--- config.mk ---
export PLATFORM = sky130hd
export DESIGN_NAME = apt_ram
export DESIGN_NICKNAME = d
export VERILOG_FILES = /design/src/rtl/apt_ram.sv
export SDC_FILE = /design/constraint.sdc
export NUM_CORES = 1
export LEC_CHECK = 0
export BUFFER_PORTS_ARGS = -buffer_cell sky130_fd_sc_hd__buf_4
export CAP_MARGIN = 20
export CORE_ASPECT_RATIO = 1.1
export CORE_MARGIN = 2
export CORE_UTILIZATION = 45
export CTS_BUF_LIST = sky130_fd_sc_hd__clkbuf_4 sky130_fd_sc_hd__clkbuf_8
export DETAILED_ROUTE_END_ITERATION = 12
export PLACE_DENSITY_LB_ADDON = 0.05
export SYNTH_ARGS = -nofsm -noshare
export SYNTH_HDL_FRONTEND = slang
export SYNTH_SLANG_ARGS = --single-unit
export TNS_END_PERCENT = 20
--- constraint.sdc ---
create_clock -name clk -period 1.81 [get_ports clk]
set_input_delay 0.2715 -clock clk [delete_from_list [all_inputs] [get_ports clk]]
set_output_delay 0.2715 -clock clk [all_outputs]
set_load 0.1 [all_outputs]
--- src/rtl/apt_ram.sv ---
`timescale 1ns / 1ps

module apt_ram #(
    parameter int WIDTH = 8,
    parameter int DEPTH = 64
) (
    input  logic                     clk,
    input  logic                     we,
    input  logic [$clog2(DEPTH)-1:0] waddr,
    input  logic [WIDTH-1:0]         wdata,
    input  logic [$clog2(DEPTH)-1:0] raddr,
    output logic [WIDTH-1:0]         rdata
);

    logic [WIDTH-1:0] mem [DEPTH];
    logic [WIDTH-1:0] rdata_reg;

    // One write port and one read port with registered read data.
    always_ff @(posedge clk)
    begin
        if (we)
        begin
            mem[waddr] <= wdata;
        end
        rdata_reg <= mem[raddr];
    end

    assign rdata = rdata_reg;

endmodule

# Yosys cells after proc, flatten, opt, wreduce, memory -nomap -nowiden

Memories as Yosys holds them, arrays and structs flattened. A register that Yosys moved wholly into a read port is not among the register bits.
Index checks and enable logic that the tools add are counted.

Register bits after elaboration: 0
Input port bits: 22
Memories kept: 1
Output and inout port bits: 8
Bits in writable memories: 512
Word-level logic and storage cells: 3

Memories:

| memory | words | width | read ports | clocked after Yosys merged registers in | wr ports | RTL line | text |
|---|---|---|---|---|---|---|---|
| mem    | 64    | 8     | 1          | 1                                       | 1        | 15       | `logic [WIDTH-1:0] mem [DEPTH];` |

Multiplexer cells: 2

Operators by type and width:

| operator         | count |
|---|---|
| 1-bit 2-to-1 mux | 2 |

# Logic depth before layout (Yosys ltp)

Depth in word-level cells: 2
Mapped depth: 9
Depth with buffers taken out: 5

# Worst setup path before layout

Ideal clock, no wire load.

Path kind: input to register
Start: input port raddr[1]
End: register rdata_reg[3], in the netlist rdata[3] (read register of mem)
Required time: 1.682 ns
Library setup time: 0.128 ns
Buffers on the path: 3
Cell stages on the path: 7
Arrival time: 1.811 ns
Slack: -0.129 ns
Cells stage by stage: buf_4 > buf_2 > buf_2 > mux4_2 > mux4_2 > o21ai_1 > o41ai_1

RTL lines:

| what        | RTL line | text |
|---|---|---|
| from (decl) | 11       | `input logic [$clog2(DEPTH)-1:0] raddr,` |
| to (decl)   | 16       | `logic [WIDTH-1:0] rdata_reg;` |

==> impl_metrics.tcl <==
set metrics [dict create \
    cts_max_level 3 \
    share_of_layout_cells_above_drive_strength_1_pct 38.0 \
    final_period_minus_worst_setup_slack_ns 1.83 \
    clkSinkCount 520 \
    worstPathArrival_ns 2.34 \
    skew_ns 0.0299 \
    yosys_register_bits 520 \
    min_path_cells 1 \
    number_of_hold_slack_violations_in_the_final_timing_report 0 \
    vias 10110 \
    critical_path.slowest_cell "mux4_2" \
    synthToLayoutAreaGrowth_pct 18.0 \
    drc 0 \
    finish.instance_area_um2 23800 \
    cts-buffers-inserted 81 \
    failed_checks "negative setup slack" \
    synthCells 940 \
    core_region_area_um2 44400 \
    internal_cell_power_mw 18.9 \
    finalSetupViolCount 3 \
    worst-slew-pin-transition_ns 0.757 \
    die_h_um 226 \
    setup.worst_path.class "reg2reg" \
    ctsRootBufferMaster "clkbuf_8" \
    detailedPlacementHpwl_um 31800 \
    place_ws_ns -0.895 \
    nNetsFinal 1180 \
    synth.cell_area_um2 20200 \
    largest_reg_flops 512 \
    drt_pre_antenna_iters 6 \
    cp_max_fo 1 \
    cts.path.max_buffers 3 \
    comb_power_share_pct 6.8 \
    routed_wirelength_um 48200 \
    power.total_mw 24.2 \
    first_global_vias 10707 \
    antennaDiodeCount 0 \
    multi_input_area_um2 4470 \
    routed_via_density 5.63 \
    swShare_pct 22.2 \
    finalHoldWorstSlack_ns 0.0716 \
    postSynth.asyncResetShare_pct 0 \
    share_seq_of_total_power_pct 55.2 \
    cts.clk_slew.worst_paths_ns 0.06 \
    postSynthAreaPerCell_um2 21.5 \
    run_status "finished with violations" \
    hold_class "in2reg" \
    power.leakage_nw 7.77 \
    rsz0062_at_grt "true" \
    gr-usage-all-layers_pct 21.8 \
    final-seq-area_um2 15500 \
    io_pins 30 \
    max_freq_mhz 546 \
    cells_on_worst_reg2reg_path 5 \
    cellPowerDensity_nw_per_um2 1020 \
    path_delay_family "multiplexers" \
    netlist-cell-type-count 40 \
    die_width_um 206 \
    period_share_pct 101 \
    grt_start_max_net_pins 65 \
    fin_ws_ns -0.0230 \
    synth-edff-count 512 \
    setup_total_negative_slack_ns -0.0468 \
    crit_chain "mux4_2, mux4_2, nor2_4, nor3_1, o2bb2ai_1" \
    clock_insertion_delay_at_the_later_pin_of_the_skew_report_ns 0.64 \
    placement_rows 81 \
    placement.io_buffers 29 \
    routabilityCongestion 0.776 \
    timing.critical_path.slowest_cell_delay_ns 0.52 \
    worstSetupPathDepth 5 \
    die_area_um2 46500 \
    layout_filler_cell_count 3481 \
    critical_path_required_ns 2.32 \
    placed_area_um2 22100 \
    timing.final.max_slew_violations 0 \
    initial_utilization_pct 45.4 \
    ys_seq_area_share_pct 77.0 \
    tritoncts "built" \
    detail-route-antenna-nets 0 \
    critical-path-top-cell-by-count "mux4_2" \
    globalRouteOverflowTotal 0 \
    power_switching_mw 5.39 \
    fin_util_pct 53.6 \
    worst_ir_drop_vdd_uv 516 \
    power_frac_clock_pct 38.1 \
    tightest_slew_margin_relative_to_the_limit_pct 49.5 \
    drt-initial-drc-count 715 \
    crit_buf_inv 0 \
    synth-main-ff-cell "edfxtp_1" \
    finalNonFillerCells 1797 \
    first_pass_grt_wire_length_um 71300 \
    antenna_found_initial 1 \
    wl_per_cell_um 26.8 \
    syn_nets 962 \
    max-cap-violations 0 \
    timing.critical_path.to_type "register" \
    synth.yosys.warnings 0 \
    inst_count_dp 1655 \
    critical_path.startpoint_type "register" \
]
==> path summary, 6_finish.rpt <==
| path | start | to | slack [ns] |
|---|---|---|---|
| setup / recovery | mem[15][1] | rdata[1] | -0.02 |
| hold / removal | wdata[4] | mem[63][4] | 0.07 |
| setup reg to reg | mem[15][1] | rdata[1] | -0.02 |
| hold reg to reg | mem[26][4] | rdata[4] | 0.87 |
==> cell usage after synthesis, drive strengths merged, types with 4 or more instances <==
master	number	area share, %
nand2b	7	0.22
mux2	13	0.73
a211oi	4	0.15
edfxtp	512	76
dfxtp	8	0.79
nand3	13	0.32
clkbuf	17	0.32
mux2i	23	1.1
buf	34	1.3
mux4	126	14
a221oi	6	0.26
o22ai	8	0.25
nor3	7	0.17
nor2b	14	0.43
nor2	83	1.5
o221ai	8	0.35
o21ai	4	0.099
nand2	19	0.35
==> power by group through the flow <==
stage / Combinational (mW) / Clock (mW) / Sequential, mW
2_1_floorplan: 0.720 / 0 / 13.8
3_3_place_gp: 1.58 / 0 / 13.6
3_5_place_dp: 1.61 / 0 / 13.6
4_1_cts: 1.66 / 9.50 / 13.4
5_1_grt: 1.75 / 9.98 / 13.4
6_report: 1.64 / 9.23 / 13.4
==> cell usage in the layout, fill, tap and decap left out, types with 3 or more instances in the layout <==
cell,instances
nand3_1,13
clkinv_2,6
mux2_2,12
nand2b_1,7
mux4_2,126
nor2_1,79
dfxtp_1,8
nor2b_1,14
clkbuf_4,25
clkbuf_8,84
o221ai_1,8
clkinv_1,23
a21oi_1,3
edfxtp_1,512
a22oi_1,3
nand2_1,18
buf_4,171
nor3_1,5
buf_12,13
o22ai_1,5
mux2i_1,23
nand3b_1,3
o2111ai_1,3
clkinvlp_4,3
a211oi_1,4
a221oi_1,3
==> area by class of cell <==
type | count | area share [%]
flip-flops and latches | 520 | 65.3
repair buffers | 186 | 6.59
clock buffers | 108 | 5.59
clock inverters | 33 | 0.710
multi-input cells | 369 | 18.8
well taps | 581 | 3.05
==> routing by layer <==
metal	routed length, um	up-vias	global-route usage, %	part of all wire (%)
li1	-	4371	-	-
met1	21000	5383	30.2	43
met2	23900	294	35.3	49
met3	2420	60	3.82	5.0
met4	964	2	7.24	2.0
met5	13	-	0	0.027
==> cells by family after synthesis <==
kind of cell	share of synthesized area, %
multiplexers	15.9
AND/OR/NAND/NOR	3.39
AO/OA/AOI/OAI	2.07
buffers and inverters	1.57
flip-flops	77.0
==> repair_timing <==
action | CTS | global route
setup endpoints to repair | 8 | 8
cloned | 0 | 0
pin swaps | 3 | 1
endpoints found under the hold margin | 5 | 0
hold buffers | 1 | 0
gates resized for setup | 25 | 6
buffers inserted | 0 | 0
Power figures use the tool's default switching activity.
