File: config.mk
export PLATFORM = sky130hd
export DESIGN_NAME = apt_mod
export DESIGN_NICKNAME = d
export VERILOG_FILES = /design/src/rtl/apt_pkg.sv /design/src/rtl/apt_mod.sv
export SDC_FILE = /design/constraint.sdc
export NUM_CORES = 1
export LEC_CHECK = 0
export BUFFER_PORTS_ARGS = -buffer_cell sky130_fd_sc_hd__buf_2
export CAP_MARGIN = 10
export CORE_UTILIZATION = 34
export CTS_CLUSTER_SIZE = 25
export DETAILED_ROUTE_END_ITERATION = 10
export GPL_ROUTABILITY_DRIVEN = 0
export PLACE_DENSITY = 0.73
export SYNTH_ARGS = -nofsm -noshare
export SYNTH_HDL_FRONTEND = slang
export SYNTH_SLANG_ARGS = --single-unit
File: constraint.sdc
create_clock -name clk -period 1.44 [get_ports clk]
set_input_delay 0 -clock clk [delete_from_list [all_inputs] [get_ports clk]]
set_output_delay 0 -clock clk [all_outputs]
set_load 0.01 [all_outputs]
File: src/rtl/apt_pkg.sv
`timescale 1ns / 1ps

package apt_pkg;

    // Field widths of a request and a response.
    localparam int IP_W  = 32;
    localparam int MAC_W = 48;

    // Request kinds.
    localparam logic KIND_INSERT = 1'b0;
    localparam logic KIND_LOOKUP = 1'b1;

    // Response status codes.
    localparam logic STATUS_OK   = 1'b0;
    localparam logic STATUS_FAIL = 1'b1;

    // One slot of the table as it sits in the RAM.
    typedef struct packed {
        logic             valid;
        logic [IP_W-1:0]  ip;
        logic [MAC_W-1:0] mac;
    } entry_t;

    localparam int ENTRY_W = $bits(entry_t);

endpackage

File: src/rtl/apt_mod.sv
`timescale 1ns / 1ps

module apt_mod #(
    parameter int DIVISOR = 64
) (
    input  logic                       clk,
    input  logic                       rst_n,
    input  logic                       start,
    input  logic [apt_pkg::IP_W-1:0]   dividend,
    output logic                       done,
    output logic [$clog2(DIVISOR)-1:0] remainder
);

    localparam int IP_W   = apt_pkg::IP_W;
    localparam int REM_W  = $clog2(DIVISOR);
    localparam int PROD_W = 2 * IP_W;
    // Reciprocal of the divisor scaled by 2^32, rounded down.
    localparam logic [IP_W-1:0] RECIP = IP_W'((64'd1 << IP_W) / DIVISOR);
    localparam logic [IP_W-1:0] DIV_M = IP_W'(DIVISOR);
    localparam logic [REM_W:0]  DIV_C = (REM_W + 1)'(DIVISOR);

    // Multiplier phases.
    localparam logic [1:0] PH_IDLE  = 2'd0;
    localparam logic [1:0] PH_RECIP = 2'd1;
    localparam logic [1:0] PH_BACK  = 2'd2;
    localparam logic [1:0] PH_FIX   = 2'd3;

    logic [1:0]        phase_reg, phase_next;
    logic              done_reg, done_next;
    logic [IP_W-1:0]   dvd_reg, dvd_next;
    logic [PROD_W-1:0] prod_reg, prod_next;
    logic [REM_W-1:0]  rem_reg, rem_next;
    logic [IP_W-1:0]   mul_a;
    logic [IP_W-1:0]   mul_b;
    logic [PROD_W-1:0] mul_p;
    logic [IP_W-1:0]   diff;
    logic [REM_W:0]    rem_est;
    logic [REM_W:0]    rem_sub;

    // Shared multiplier: first the dividend times the reciprocal, then the quotient
    // estimate times the divisor.
    assign mul_a = (phase_reg == PH_BACK) ? prod_reg[PROD_W-1:IP_W] : dvd_reg;
    assign mul_b = (phase_reg == PH_BACK) ? DIV_M : RECIP;
    assign mul_p = PROD_W'(mul_a) * PROD_W'(mul_b);

    // The quotient estimate is low by at most one, so the remainder estimate stays
    // below twice the divisor and one conditional subtract finishes it.
    assign diff    = dvd_reg - prod_reg[IP_W-1:0];
    assign rem_est = diff[REM_W:0];
    assign rem_sub = rem_est - DIV_C;

    always_comb
    begin
        phase_next = phase_reg;
        done_next  = 1'b0;
        dvd_next   = dvd_reg;
        prod_next  = prod_reg;
        rem_next   = rem_reg;
        if (start)
        begin
            phase_next = PH_RECIP;
            dvd_next   = dividend;
        end
        else
        begin
            unique case (phase_reg)
                PH_IDLE:
                begin
                    // Nothing to do until the next start.
                end
                PH_RECIP:
                begin
                    prod_next  = mul_p;
                    phase_next = PH_BACK;
                end
                PH_BACK:
                begin
                    prod_next  = mul_p;
                    phase_next = PH_FIX;
                end
                PH_FIX:
                begin
                    rem_next   = (rem_est >= DIV_C) ? rem_sub[REM_W-1:0] : rem_est[REM_W-1:0];
                    done_next  = 1'b1;
                    phase_next = PH_IDLE;
                end
            endcase
        end
    end

    always_ff @(posedge clk or negedge rst_n)
    begin
        if (!rst_n)
        begin
            phase_reg <= PH_IDLE;
            done_reg  <= 1'b0;
        end
        else
        begin
            phase_reg <= phase_next;
            done_reg  <= done_next;
        end
    end

    // Datapath registers need no reset.
    always_ff @(posedge clk)
    begin
        dvd_reg  <= dvd_next;
        prod_reg <= prod_next;
        rem_reg  <= rem_next;
    end

    assign done      = done_reg;
    assign remainder = rem_reg;

endmodule

; ---- Word level (Yosys, flattened, before mapping)
; Cells that the tools add are included.
[classes]
addsub = 2
mul = 1
n_div = 0
order_cmp = 1
n_eq_ne = 3
n_shift = 0
mux = 7
bitwise_logic = 1
reduce_logical = 4
[op_table]
columns = op, n
row1 = 32-bit by 27-bit multiplier with 59-bit output, 1
row2 = 32-bit two-way mux, 1
row3 = 27-bit two-way mux, 1
row4 = "7-bit greater-or-equal comparator, second input constant", 1
row5 = 7-bit subtractor, 1
row6 = 6-bit two-way mux, 1
row7 = 2-bit one-hot mux with 3 select lines, 1
row8 = "6-bit by 1-bit subtractor with 6-bit output, second input constant", 1
row9 = "2-bit == test, second input constant", 2
row10 = 2-bit AND reduction, 2
row11 = 4-bit nonzero test, 1
row12 = "2-bit by 1-bit == test with 1-bit output, second input constant", 1
row13 = 1-bit two-way mux, 2
row14 = 2-bit two-way mux, 1
row15 = 2-bit OR reduction, 1
row16 = 1-bit NOT, 1
[totals]
ff_bits = 100
latch_bits = 0
ram_bits = 0
rom_bits = 0
inputBits = 35
out_inout_bits = 7
word_cells = 24
n_memories = 0

; ---- Longest topological paths before layout
; Gate-level depths: netlist of the first run.
[logic_depth]
depth_word = 3
ltp_mapped = 2

; ---- Worst setup path after synthesis of the first run
; Ideal clock, no wire load.
[synth_timing]
path_type = register to register
start = reg phase_reg[0]
end = reg rem_reg[0], in the netlist remainder[0], enable pin
t_arrival_ps = 722
required_ps = 1083
slack_ps = 362
stages_incl_launch_ff = 3
period_less_slack_ps = 1078
cell_sequence = dfrtp_1 > nand2_1 > nor2_1
[synth_via]
elab_chain_cells = 2
[synth_rtl]
columns = item, line_no
row1 = start: declaration, apt_mod.sv:28  ; logic [1:0] phase_reg, phase_next;
row2 = start signal: assignment, apt_mod.sv:100  ; phase_reg <= phase_next;
row3 = 2-bit == test, apt_mod.sv:66  ; unique case (phase_reg)
row4 = 2-bit AND reduction (no source line), -
row5 = end signal: assignment, apt_mod.sv:110  ; rem_reg <= rem_next;
row6 = end: declaration, apt_mod.sv:32  ; logic [REM_W-1:0] rem_reg, rem_next;
; Every way passes these cells.
; A chain may end at the register's enable or synchronous reset.

; ---- Final worst setup path of the first run
[layout_timing]
start = reg phase_reg[1]
end = reg rem_reg[4], in the netlist remainder[4], enable pin
; The elaborated chain is that of the path after synthesis.

==> results.md, run 1 <==
- LEAKAGE: 0.2801 nW
- Initial antenna violation count: 0
- Fin Clk Skew: 1.373 ps
- Starting Density: 36.83%
- Post-Syn Instances: 24
- Status: complete, no violations
- HP Start: start
- Initial drt markers: 5
- Worst min-delay path class: in -> reg
- Warnings, synthesis: 0
- CP startpoint kind: flop
- Final Net Count: 84
- Pins Over Slew Limit: 0
- Hold Fails Final Rpt: 0
- DIE WIDTH: 39.54 µm
- Worst Tran Pin Value: 183.7 ps
- Post-Syn Area: 479.2 µm²
- Maximum clock path buffer count: 2
- # rows: 13
- Largest delay contributor family on the critical path: flip-flops
- Die Height: 39.54 µm
- Vias in the first global route: 255
- Cells on worst reg2reg path: 3
- Clock-pin slew on the worst setup and hold paths: 80 ps
- Finished Layout Cells: 63
- Area after DPL: 569.3 µm²
- TritonCTS clock tree: built
- Hold path depth: 2
- Total congestion overflow: 0
- Post-route cell area: 665.6 µm²
- IO Count: 42
- CP max stage delay: 410 ps
- Crit-path cells: nand2_1, nor2_1, buf_4
- Worst vdd ir: 0.0006070 V
- Worst Hold Endpoint: phase_reg[1]$_DFFE_PN0P_
- Sequential share of the synthesized area: 90.86%
- Syn_nets: 59
- # resized after CTS: 0
- Worst rel slew slack: 87.75%
- Synthesized flop and latch total: 15
- Drt total wl: 648 µm
- Final setup violating endpoints: 0
- DP HPWL: 449.5 µm
- Antenna Cells: 0
- Total Routing Usage GR: 10.37%
- Unique cell type count in the Yosys netlist: 8
- Clock root cell: clkbuf_4
- Final min period: 989.6 ps
- Max_cap viols: 0
- Setup TNS: 0 ps
- Placed cell count: 52
- Max Clk Rate: 1011 MHz
- Core area: 1301 µm²
- Post-CTS Setup Bufs: 0
- CTS Buf Count: 3
- Launch point of the worst reg-to-reg path: phase_reg[1]$_DFFE_PN0P_
- Pwr dens: 1195 nW/µm²
- Final core occ: 51.15%
- Critical path startpoint: phase_reg[1]$_DFFE_PN0P_
- Wire length of the first global-routing pass: 1000 µm
- Flop-to-flop setup slack: 450 ps
- CP endpoint kind: flop
- CP required: 1430 ps
- IO Port Bufs: 15
- WP data arrival: 980 ps
- Area grow syn2layout: 38.90%
- Htree depth: 1
- Worst skew pair latency: 270 ps
- Hold buffers post-CTS: 7
- Largest net degree at the start of global routing: 10
- Pwr Total: 795.8 µW
- Drt via density: 4.048
- CP max FO: 7
- Routed via count: 255
- DIE AREA: 1563 µm²
- Detail Route Antenna Nets: 0
- Slowest CP cell: dfrtp_1
- Share of post-route cells with drive strength above 1: 41.67%
- Syn avg cell area: 19.97 µm²
- Wire per inst: 10.29 µm
- Residual DRC: 0
- Kind of critical path: reg -> reg
- CP bufs+invs: 1
- RSZ-0062 raised after global routing: no
- TritonRoute pass-1 iters: 2
- CTS Sinks: 15
- Crit share post-route: 68.72%
- Reg2reg end: remainder[4]$_DFFE_PP_
cell usage in the layout, fill, tap and decap left out:
| cell | n |
|---|---|
| a21o_2 | 1 |
| buf_2 | 15 |
| buf_4 | 1 |
| clkbuf_1 | 1 |
| clkbuf_4 | 3 |
| dfrtp_1 | 3 |
| dlygate4sd3_1 | 7 |
| edfxtp_1 | 12 |
| inv_1 | 1 |
| nand2_1 | 1 |
| nor2_1 | 2 |
| xnor2_1 | 1 |
metrics by stage:
stage,worst slack (ps),hold WS (ps)
after floorplan,361.8,-295.6
after global placement,484.9,-200.9
after detailed placement,455.5,-196.0
after CTS,446.9,35.67
after global routing,372.9,41.79
final,450.4,31.18
layout make-up:
class	count	area (µm²)
Sequential cell	15	435.4
Multi-Input combinational cell	5	28.78
Fill cell	122	635.6
Tap cell	15	18.77
Timing Repair Buffer	23	152.6
Clock buffer	4	26.28
Inverter	1	3.754
power breakdown:
part | switching, mW | total (mW) | internal, mW
Sequential | 0.0114 | 0.512 | 0.501
Combinational | 0.0246 | 0.0589 | 0.0343
Clock | 0.118 | 0.225 | 0.107
worst max-delay path by stage:
stage / end / slack (ps) / depth (start not counted)
after floorplan: remainder[0]$_DFFE_PP_ / 360 / 2
after global placement: remainder[1]$_DFFE_PP_ / 480 / 3
after detailed placement: remainder[0]$_DFFE_PP_ / 460 / 3
after CTS: remainder[0]$_DFFE_PP_ / 450 / 3
after global routing: remainder[1]$_DFFE_PP_ / 370 / 3
final: remainder[4]$_DFFE_PP_ / 450 / 3
synth_stat cells (all sizes together):
library cell	count	area, µm²
clkbuf	3	11.26
inv	1	3.750
edfxtp	12	360.4
xnor2	1	8.760
nor2	2	7.510
dfrtp	3	75.07
nand2	1	3.750
a21o	1	8.760
layer usage:
metal	vias to the layer above	GRT usage [%]	part of all wire [%]
li1	132	-	-
met1	108	11.72	43
met2	15	15.98	49
met3	0	3.409	8.3
met4	0	7.759	0
met5	-	0	0
cells by family (layout without fill, tap and decap cells):
logic type / after synthesis / count (layout) / share of synthesized area (%)
flops: 15 / 15 / 90.86
buf+inv: 4 / 28 / 3.132
simple gates: 3 / 3 / 2.350
compound gates: 1 / 1 / 1.828
xor+xnor: 1 / 1 / 1.828
worst register-to-register path: stages, from the launching register on:
cell and delay [ps]:
dfrtp_1 410, nand2_1 60, nor2_1 80, buf_4 160
No activity file was read; power rests on OpenSTA's default activity.
==> inputs of run 2 (changes only) <==
--- a/config.mk
+++ b/config.mk
@@ -7,11 +7,11 @@
 export LEC_CHECK = 0
 export BUFFER_PORTS_ARGS = -buffer_cell sky130_fd_sc_hd__buf_2
 export CAP_MARGIN = 10
-export CORE_UTILIZATION = 34
+export CORE_UTILIZATION = 31
 export CTS_CLUSTER_SIZE = 25
 export DETAILED_ROUTE_END_ITERATION = 10
 export GPL_ROUTABILITY_DRIVEN = 0
-export PLACE_DENSITY = 0.73
+export PLACE_DENSITY = 0.71
 export SYNTH_ARGS = -nofsm -noshare
 export SYNTH_HDL_FRONTEND = slang
 export SYNTH_SLANG_ARGS = --single-unit
==> constraint.sdc (replaced) <==
create_clock -name clk -period 0.9 [get_ports clk]
set_input_delay 0 -clock clk [delete_from_list [all_inputs] [get_ports clk]]
set_output_delay 0 -clock clk [all_outputs]
set_load 0.01 [all_outputs]
==> results.md, run 2 (same netlist as run 1, synthesis figures left out) <==
- Initial drt markers: 5 (unchanged)
- Final min period: 926.5 ps (was 989.6 ps)
- Commonest cells after routing, fill and taps aside: buf_2 (15), edfxtp_1 (12), dlygate4sd3_1 (7) (was buf_2 (15), edfxtp_1 (12), dlygate4sd3_1 (7), clkbuf_4 (3), dfrtp_1 (3))
- WP data arrival: 890 ps (was 980 ps)
- TritonRoute pass-1 iters: 2 (unchanged)
- Max Clk Rate: 1079 MHz (was 1011 MHz)
- Wire length of the first global-routing pass: 966 µm (was 1000 µm)
- Combinational fraction of design power: 10.0% (was 7.4%)
- Antenna Cells: 0 (unchanged)
- Slowest CP cell: dfrtp_1 (unchanged)
- Post-route cell area: 698.2 µm² (was 665.6 µm²)
- Maximum clock path buffer count: 2 (unchanged)
- Hold Fails Final Rpt: 0 (unchanged)
- Status: complete, but fails checks (was complete, no violations)
- Core area: 1366 µm² (was 1301 µm²)
- IO Port Bufs: 15 (unchanged)
- LEAKAGE: 0.2962 nW (was 0.2801 nW)
- Psw: 255.6 µW (was 153.8 µW)
- Worst setup margin: -26.53 ps (was 450.4 ps)
- Worst Tran Pin Value: 219.4 ps (was 183.7 ps)
- Max_cap viols: 0 (unchanged)
- Seq pwr share: 62.5% (was 64.3%)
- Starting Density: 35.07% (was 36.83%)
- Drt total wl: 670 µm (was 648 µm)
- Largest net degree at the start of global routing: 10 (unchanged)
- Final setup violating endpoints: 6 (was 0)
- Share of post-route cells with drive strength above 1: 50.00% (was 41.67%)
- Area grow syn2layout: 45.69% (was 38.90%)
- Residual DRC: 0 (unchanged)
- Die Height: 41.32 µm (was 39.54 µm)
- Htree depth: 1 (unchanged)
- Kind of critical path: reg -> reg (unchanged)
- Worst min-delay path class: in -> async (was in -> reg)
- Worst rel slew slack: 85.37% (was 87.75%)
- CTS Sinks: 15 (unchanged)
- Worst skew pair latency: 270 ps (about the same)
- CP startpoint kind: flop (unchanged)
- Vias in the first global route: 267 (was 255)
- Register Area: 435.4 µm² (unchanged)
- Detail Route Antenna Nets: 0 (unchanged)
- # rows: 13 (unchanged)
- Filler cell count: 129 (was 122)
- Largest delay contributor family on the critical path: flip-flops (unchanged)
- Area after DPL: 594.3 µm² (was 569.3 µm²)
- IO Count: 42 (unchanged)
- Drt via density: 4.277 (was 4.048)
- CP max FO: 7 (unchanged)
- CP max stage delay: 360 ps (was 410 ps)
- Total Routing Usage GR: 9.589% (was 10.37%)
- Final Net Count: 86 (was 84)
- Sw frac: 19.61% (was 19.33%)
- DIE WIDTH: 41.32 µm (was 39.54 µm)
- Final core occ: 51.10% (was 51.15%)
- Clock root cell: clkbuf_4 (unchanged)
- CP bufs+invs: 0 (was 1)
- Clock-pin slew on the worst setup and hold paths: 80 ps (about the same)
- Pwr dens: 1866 nW/µm² (was 1195 nW/µm²)
- Routed via count: 278 (was 255)
- Clock network fraction of design power: 27.6% (was 28.3%)
- Internal power component: 1.047 mW (was 642.0 µW)
- DP HPWL: 418.3 µm (was 449.5 µm)
- Pins Over Slew Limit: 0 (unchanged)
- Area of the multi-input gates: 46.29 µm² (was 28.78 µm²)
- CP endpoint kind: flop (unchanged)
- CP required: 870 ps (was 1430 ps)
- Failing checks: setup timing
- Crit-path cells: nand2_2, nor2_4 (was nand2_1, nor2_1, buf_4)
- DIE AREA: 1707 µm² (was 1563 µm²)
- Crit share post-route: 102.9% (was 68.72%)
- CTS Buf Count: 3 (unchanged)
- Fin Clk Skew: 2.994 ps (was 1.373 ps)
- Worst vdd ir: 0.0009133 V (was 0.0006070 V)
- Wire per inst: 10.31 µm (was 10.29 µm)
- RSZ-0062 raised after global routing: yes (was no)
- Total congestion overflow: 0 (unchanged)
- TritonCTS clock tree: built (unchanged)
- Initial antenna violation count: 0 (unchanged)
- Crit path depth: 2 (was 3)
- Cells on worst reg2reg path: 2 (was 3)
- Commonest non-fill, non-tap cell in the layout: buf_2 (unchanged)
run 2: worst reg2reg max path, cell delays in order, from the launching register on:
cell	delay (ps)
dfrtp_1	360
nand2_2	70
nor2_4	190
run 2: power by group through the flow:
stage	clock network, mW	registers (mW)	logic, mW
6_report	0.359	0.814	0.130
5_1_grt	0.411	0.820	0.142
4_1_cts	0.382	0.815	0.120
3_5_place_dp	0	0.830	0.0966
3_3_place_gp	0	0.828	0.0941
2_1_floorplan	0	0.840	0.0319
run 2: routing by layer:
metal,up-vias,GRT usage [%],wire length (µm)
met5,-,0,0
met4,0,4.839,0
met3,0,4.787,43
met2,10,16.80,352
met1,132,9.155,274
li1,136,-,-
run 2: cell type report:
class	count	area share (%)
inverter	1	0.5376
tap	15	2.688
clock buffer	4	3.763
multi-input combinational	5	6.631
timing repair buffer	25	24.01
sequential	15	62.37
run 2: through the flow:
step | cells | worst slack (ps) | hold WS, ps | power (mW) | TNS, ps
5_1_grt | 65 | -72.77 | 26.80 | 1.373 | -424.3
6_report | 65 | -26.53 | 35.55 | 1.303 | -144.7
4_1_cts | 65 | -30.76 | 22.45 | 1.317 | -179.8
2_1_floorplan | 24 | 1.497 | -295.6 | 0.8715 | 0
3_3_place_gp | 54 | -3.593 | -203.6 | 0.9225 | -21.47
3_5_place_dp | 54 | -23.45 | -202.2 | 0.9268 | -140.3
run 2: what timing repair did:
item | 4_1_cts | 5_1_grt
hold buffers | 7 | 0
gates resized for setup | 0 | 1
endpoints found under the hold margin | 9 | 0
cloned | 0 | 0
buffers inserted | 0 | 0
endpoints found under the setup margin | 6 | 7
run 2: final timing paths:
check / from / end / slack, ps
max: phase_reg[0]$_DFFE_PN0P_ / remainder[2]$_DFFE_PP_ / -30
min: rst_n / done$_DFF_PN0_ / 40
max reg2reg: phase_reg[0]$_DFFE_PN0P_ / remainder[2]$_DFFE_PP_ / -30
min reg2reg: dvd_reg[1]$_DFFE_PP_ / remainder[1]$_DFFE_PP_ / 420
max in group asynchronous: rst_n / phase_reg[0]$_DFFE_PN0P_ / 760
min in group clk: start / phase_reg[1]$_DFFE_PN0P_ / 50
==> inputs of run 3 (changes only) <==
--- a/config.mk
+++ b/config.mk
@@ -7,11 +7,13 @@
 export LEC_CHECK = 0
 export BUFFER_PORTS_ARGS = -buffer_cell sky130_fd_sc_hd__buf_2
 export CAP_MARGIN = 10
-export CORE_UTILIZATION = 31
+export CELL_PAD_IN_SITES_DETAIL_PLACEMENT = 1
+export CELL_PAD_IN_SITES_GLOBAL_PLACEMENT = 1
+export CORE_UTILIZATION = 23
 export CTS_CLUSTER_SIZE = 25
 export DETAILED_ROUTE_END_ITERATION = 10
 export GPL_ROUTABILITY_DRIVEN = 0
-export PLACE_DENSITY = 0.71
+export PLACE_DENSITY_LB_ADDON = 0.1
 export SYNTH_ARGS = -nofsm -noshare
 export SYNTH_HDL_FRONTEND = slang
 export SYNTH_SLANG_ARGS = --single-unit
==> results.md, run 3 (same netlist as run 1, synthesis figures left out) <==
- Pre-CTS setup slack: -11.73 ps (was -23.45 ps)
- Drt total wl: 665 µm (was 670 µm)
- Worst rel slew slack: 85.58% (was 85.37%)
- Finished Layout Cells: 77 (was 65)
- LEAKAGE: 0.2906 nW (was 0.2962 nW)
- Residual DRC: 0 (unchanged)
- Initial antenna violation count: 0 (unchanged)
- WP data arrival: 870 ps (was 890 ps)
- Wire length of the first global-routing pass: 1021 µm (was 966 µm)
- Wire per inst: 8.636 µm (was 10.31 µm)
- Total Routing Usage GR: 6.788% (was 9.589%)
- Pins Over Slew Limit: 0 (unchanged)
- Final min period: 910.9 ps (was 926.5 ps)
- DIE WIDTH: 47.65 µm (was 41.32 µm)
- Total congestion overflow: 0 (unchanged)
- Worst Tran Pin Value: 216.3 ps (was 219.4 ps)
- # rows: 16 (was 13)
- Antenna Cells: 0 (unchanged)
- Commonest non-fill, non-tap cell in the layout: buf_2 (unchanged)
- Routed via count: 267 (was 278)
- Area grow syn2layout: 47.26% (was 45.69%)
- CP endpoint kind: flop (unchanged)
- CP required: 860 ps (was 870 ps)
- Worst min-delay path class: in -> async (unchanged)
- DIE AREA: 2270 µm² (was 1707 µm²)
- Filler cell count: 223 (was 129)
- Post-CTS Setup Bufs: 0 (unchanged)
- TritonCTS clock tree: built (unchanged)
- CP bufs+invs: 0 (unchanged)
- Share of post-route cells with drive strength above 1: 48.00% (was 50.00%)
- CTS Buf Count: 3 (unchanged)
- Starting Density: 24.43% (was 35.07%)
- IO Port Bufs: 15 (unchanged)
- Max_cap viols: 0 (unchanged)
- Vias in the first global route: 270 (was 267)
- Hold Fails Final Rpt: 0 (unchanged)
- CP max FO: 7 (unchanged)
- Fin Clk Skew: 1.143 ps (was 2.994 ps)
- Commonest cells after routing, fill and taps aside: buf_2 (15), edfxtp_1 (12), dlygate4sd3_1 (7) (unchanged)
- Crit-path cells: nand2_2, nor2_4 (unchanged)
- Hold slack: 53.21 ps (was 35.55 ps)
- Worst skew pair latency: 260 ps (was 270 ps)
- Clock root cell: clkbuf_4 (unchanged)
- Status: complete, but fails checks (unchanged)
- M3 GR Usage: 3.396% (was 4.787%)
- Drt via density: 3.468 (was 4.277)
- Area of the multi-input gates: 38.79 µm² (was 46.29 µm²)
- Maximum clock path buffer count: 2 (unchanged)
- GRT Max-Usage Layer: met2 (unchanged)
- Slowest CP cell: dfrtp_1 (unchanged)
- Failing checks: setup timing (unchanged)
- IO Count: 42 (unchanged)
- Max Clk Rate: 1098 MHz (was 1079 MHz)
- CP startpoint kind: flop (unchanged)
- Worst setup margin: -10.93 ps (was -26.53 ps)
- Kind of critical path: reg -> reg (unchanged)
- Final setup violating endpoints: 6 (unchanged)
- Register Area: 435.4 µm² (unchanged)
- Placed cell count: 66 (was 54)
- Pwr Total: 1.281 mW (was 1.303 mW)
- Worst vdd ir: 0.0009296 V (was 0.0009133 V)
- Clock-pin slew on the worst setup and hold paths: 80 ps (about the same)
- TritonRoute pass-1 iters: 1 (was 2)
- Met2 Use GR: 13.42% (was 16.80%)
- CTS Sinks: 15 (unchanged)
- Setup TNS: -59.35 ps (was -144.7 ps)
- Core area: 1962 µm² (was 1366 µm²)
- CP max stage delay: 370 ps (was 360 ps)
- Detail Route Antenna Nets: 0 (unchanged)
- Largest delay contributor family on the critical path: flip-flops (unchanged)
- Crit share post-route: 101.2% (was 102.9%)
- Met1 Use GR: 5.995% (was 9.155%)
- Pwr dens: 1815 nW/µm² (was 1866 nW/µm²)
- RSZ-0062 raised after global routing: yes (unchanged)
- Htree depth: 1 (unchanged)
- Largest net degree at the start of global routing: 10 (unchanged)
- Die Height: 47.65 µm (was 41.32 µm)
- Final Net Count: 86 (unchanged)
- Initial drt markers: 0 (was 5)
-- run 3: cell counts in the layout (fill, tap and decap cells not counted) --
No cell type changed its count.
-- run 3: layout make-up --
type / count / area share, %
Sequential cell: 15 / 61.70
Timing Repair Buffer: 25 / 23.76
Multi-Input combinational cell: 5 / 5.496
Inverter: 1 / 0.5319
Clock buffer: 4 / 3.723
Tap cell: 27 / 4.787
-- run 3: worst paths after layout --
kind                       slack, ps                     start                       end  depth (start not counted)
setup / recovery                 -10  phase_reg[1]$_DFFE_PN0P_    remainder[0]$_DFFE_PP_                          2
hold / removal                    50                     rst_n  phase_reg[0]$_DFFE_PN0P_                          2
setup reg to reg                 -10  phase_reg[1]$_DFFE_PN0P_    remainder[0]$_DFFE_PP_                          2
hold reg to reg                  420      dvd_reg[1]$_DFFE_PP_    remainder[1]$_DFFE_PP_                          0
max in group asynchronous        740                     rst_n            done$_DFF_PN0_                          2
min in group clk                  60                     start  phase_reg[1]$_DFFE_PN0P_                          2
-- run 3: where the power goes --
group	total [mW]	internal, mW	switching [mW]	leakage [nW]
combinational	0.119	0.0688	0.0500	0.124
sequential	0.815	0.801	0.0139	0.151
clock	0.347	0.171	0.176	0.0150
-- run 3: stage by stage --
stage               instance area (µm²)  util [%]
floorplan                         489.2         -
global placement                  609.3     31.06
detailed placement                609.3     31.06
CTS                               705.7     35.97
global route                      705.7     35.97
finish                            705.7     35.97
-- run 3: routing by layer --
layer,up-vias,share of wire [%]
li1,134,-
met3,0,6.6
met2,9,54
met1,124,39
met4,0,0
met5,-,0
-- run 3: repair_timing --
item / in CTS / in global routing
endpoints found under the setup margin: 6 / 6
resized for setup: 0 / 0
hold buffers: 7 / 0
endpoints found under the hold margin: 9 / 0
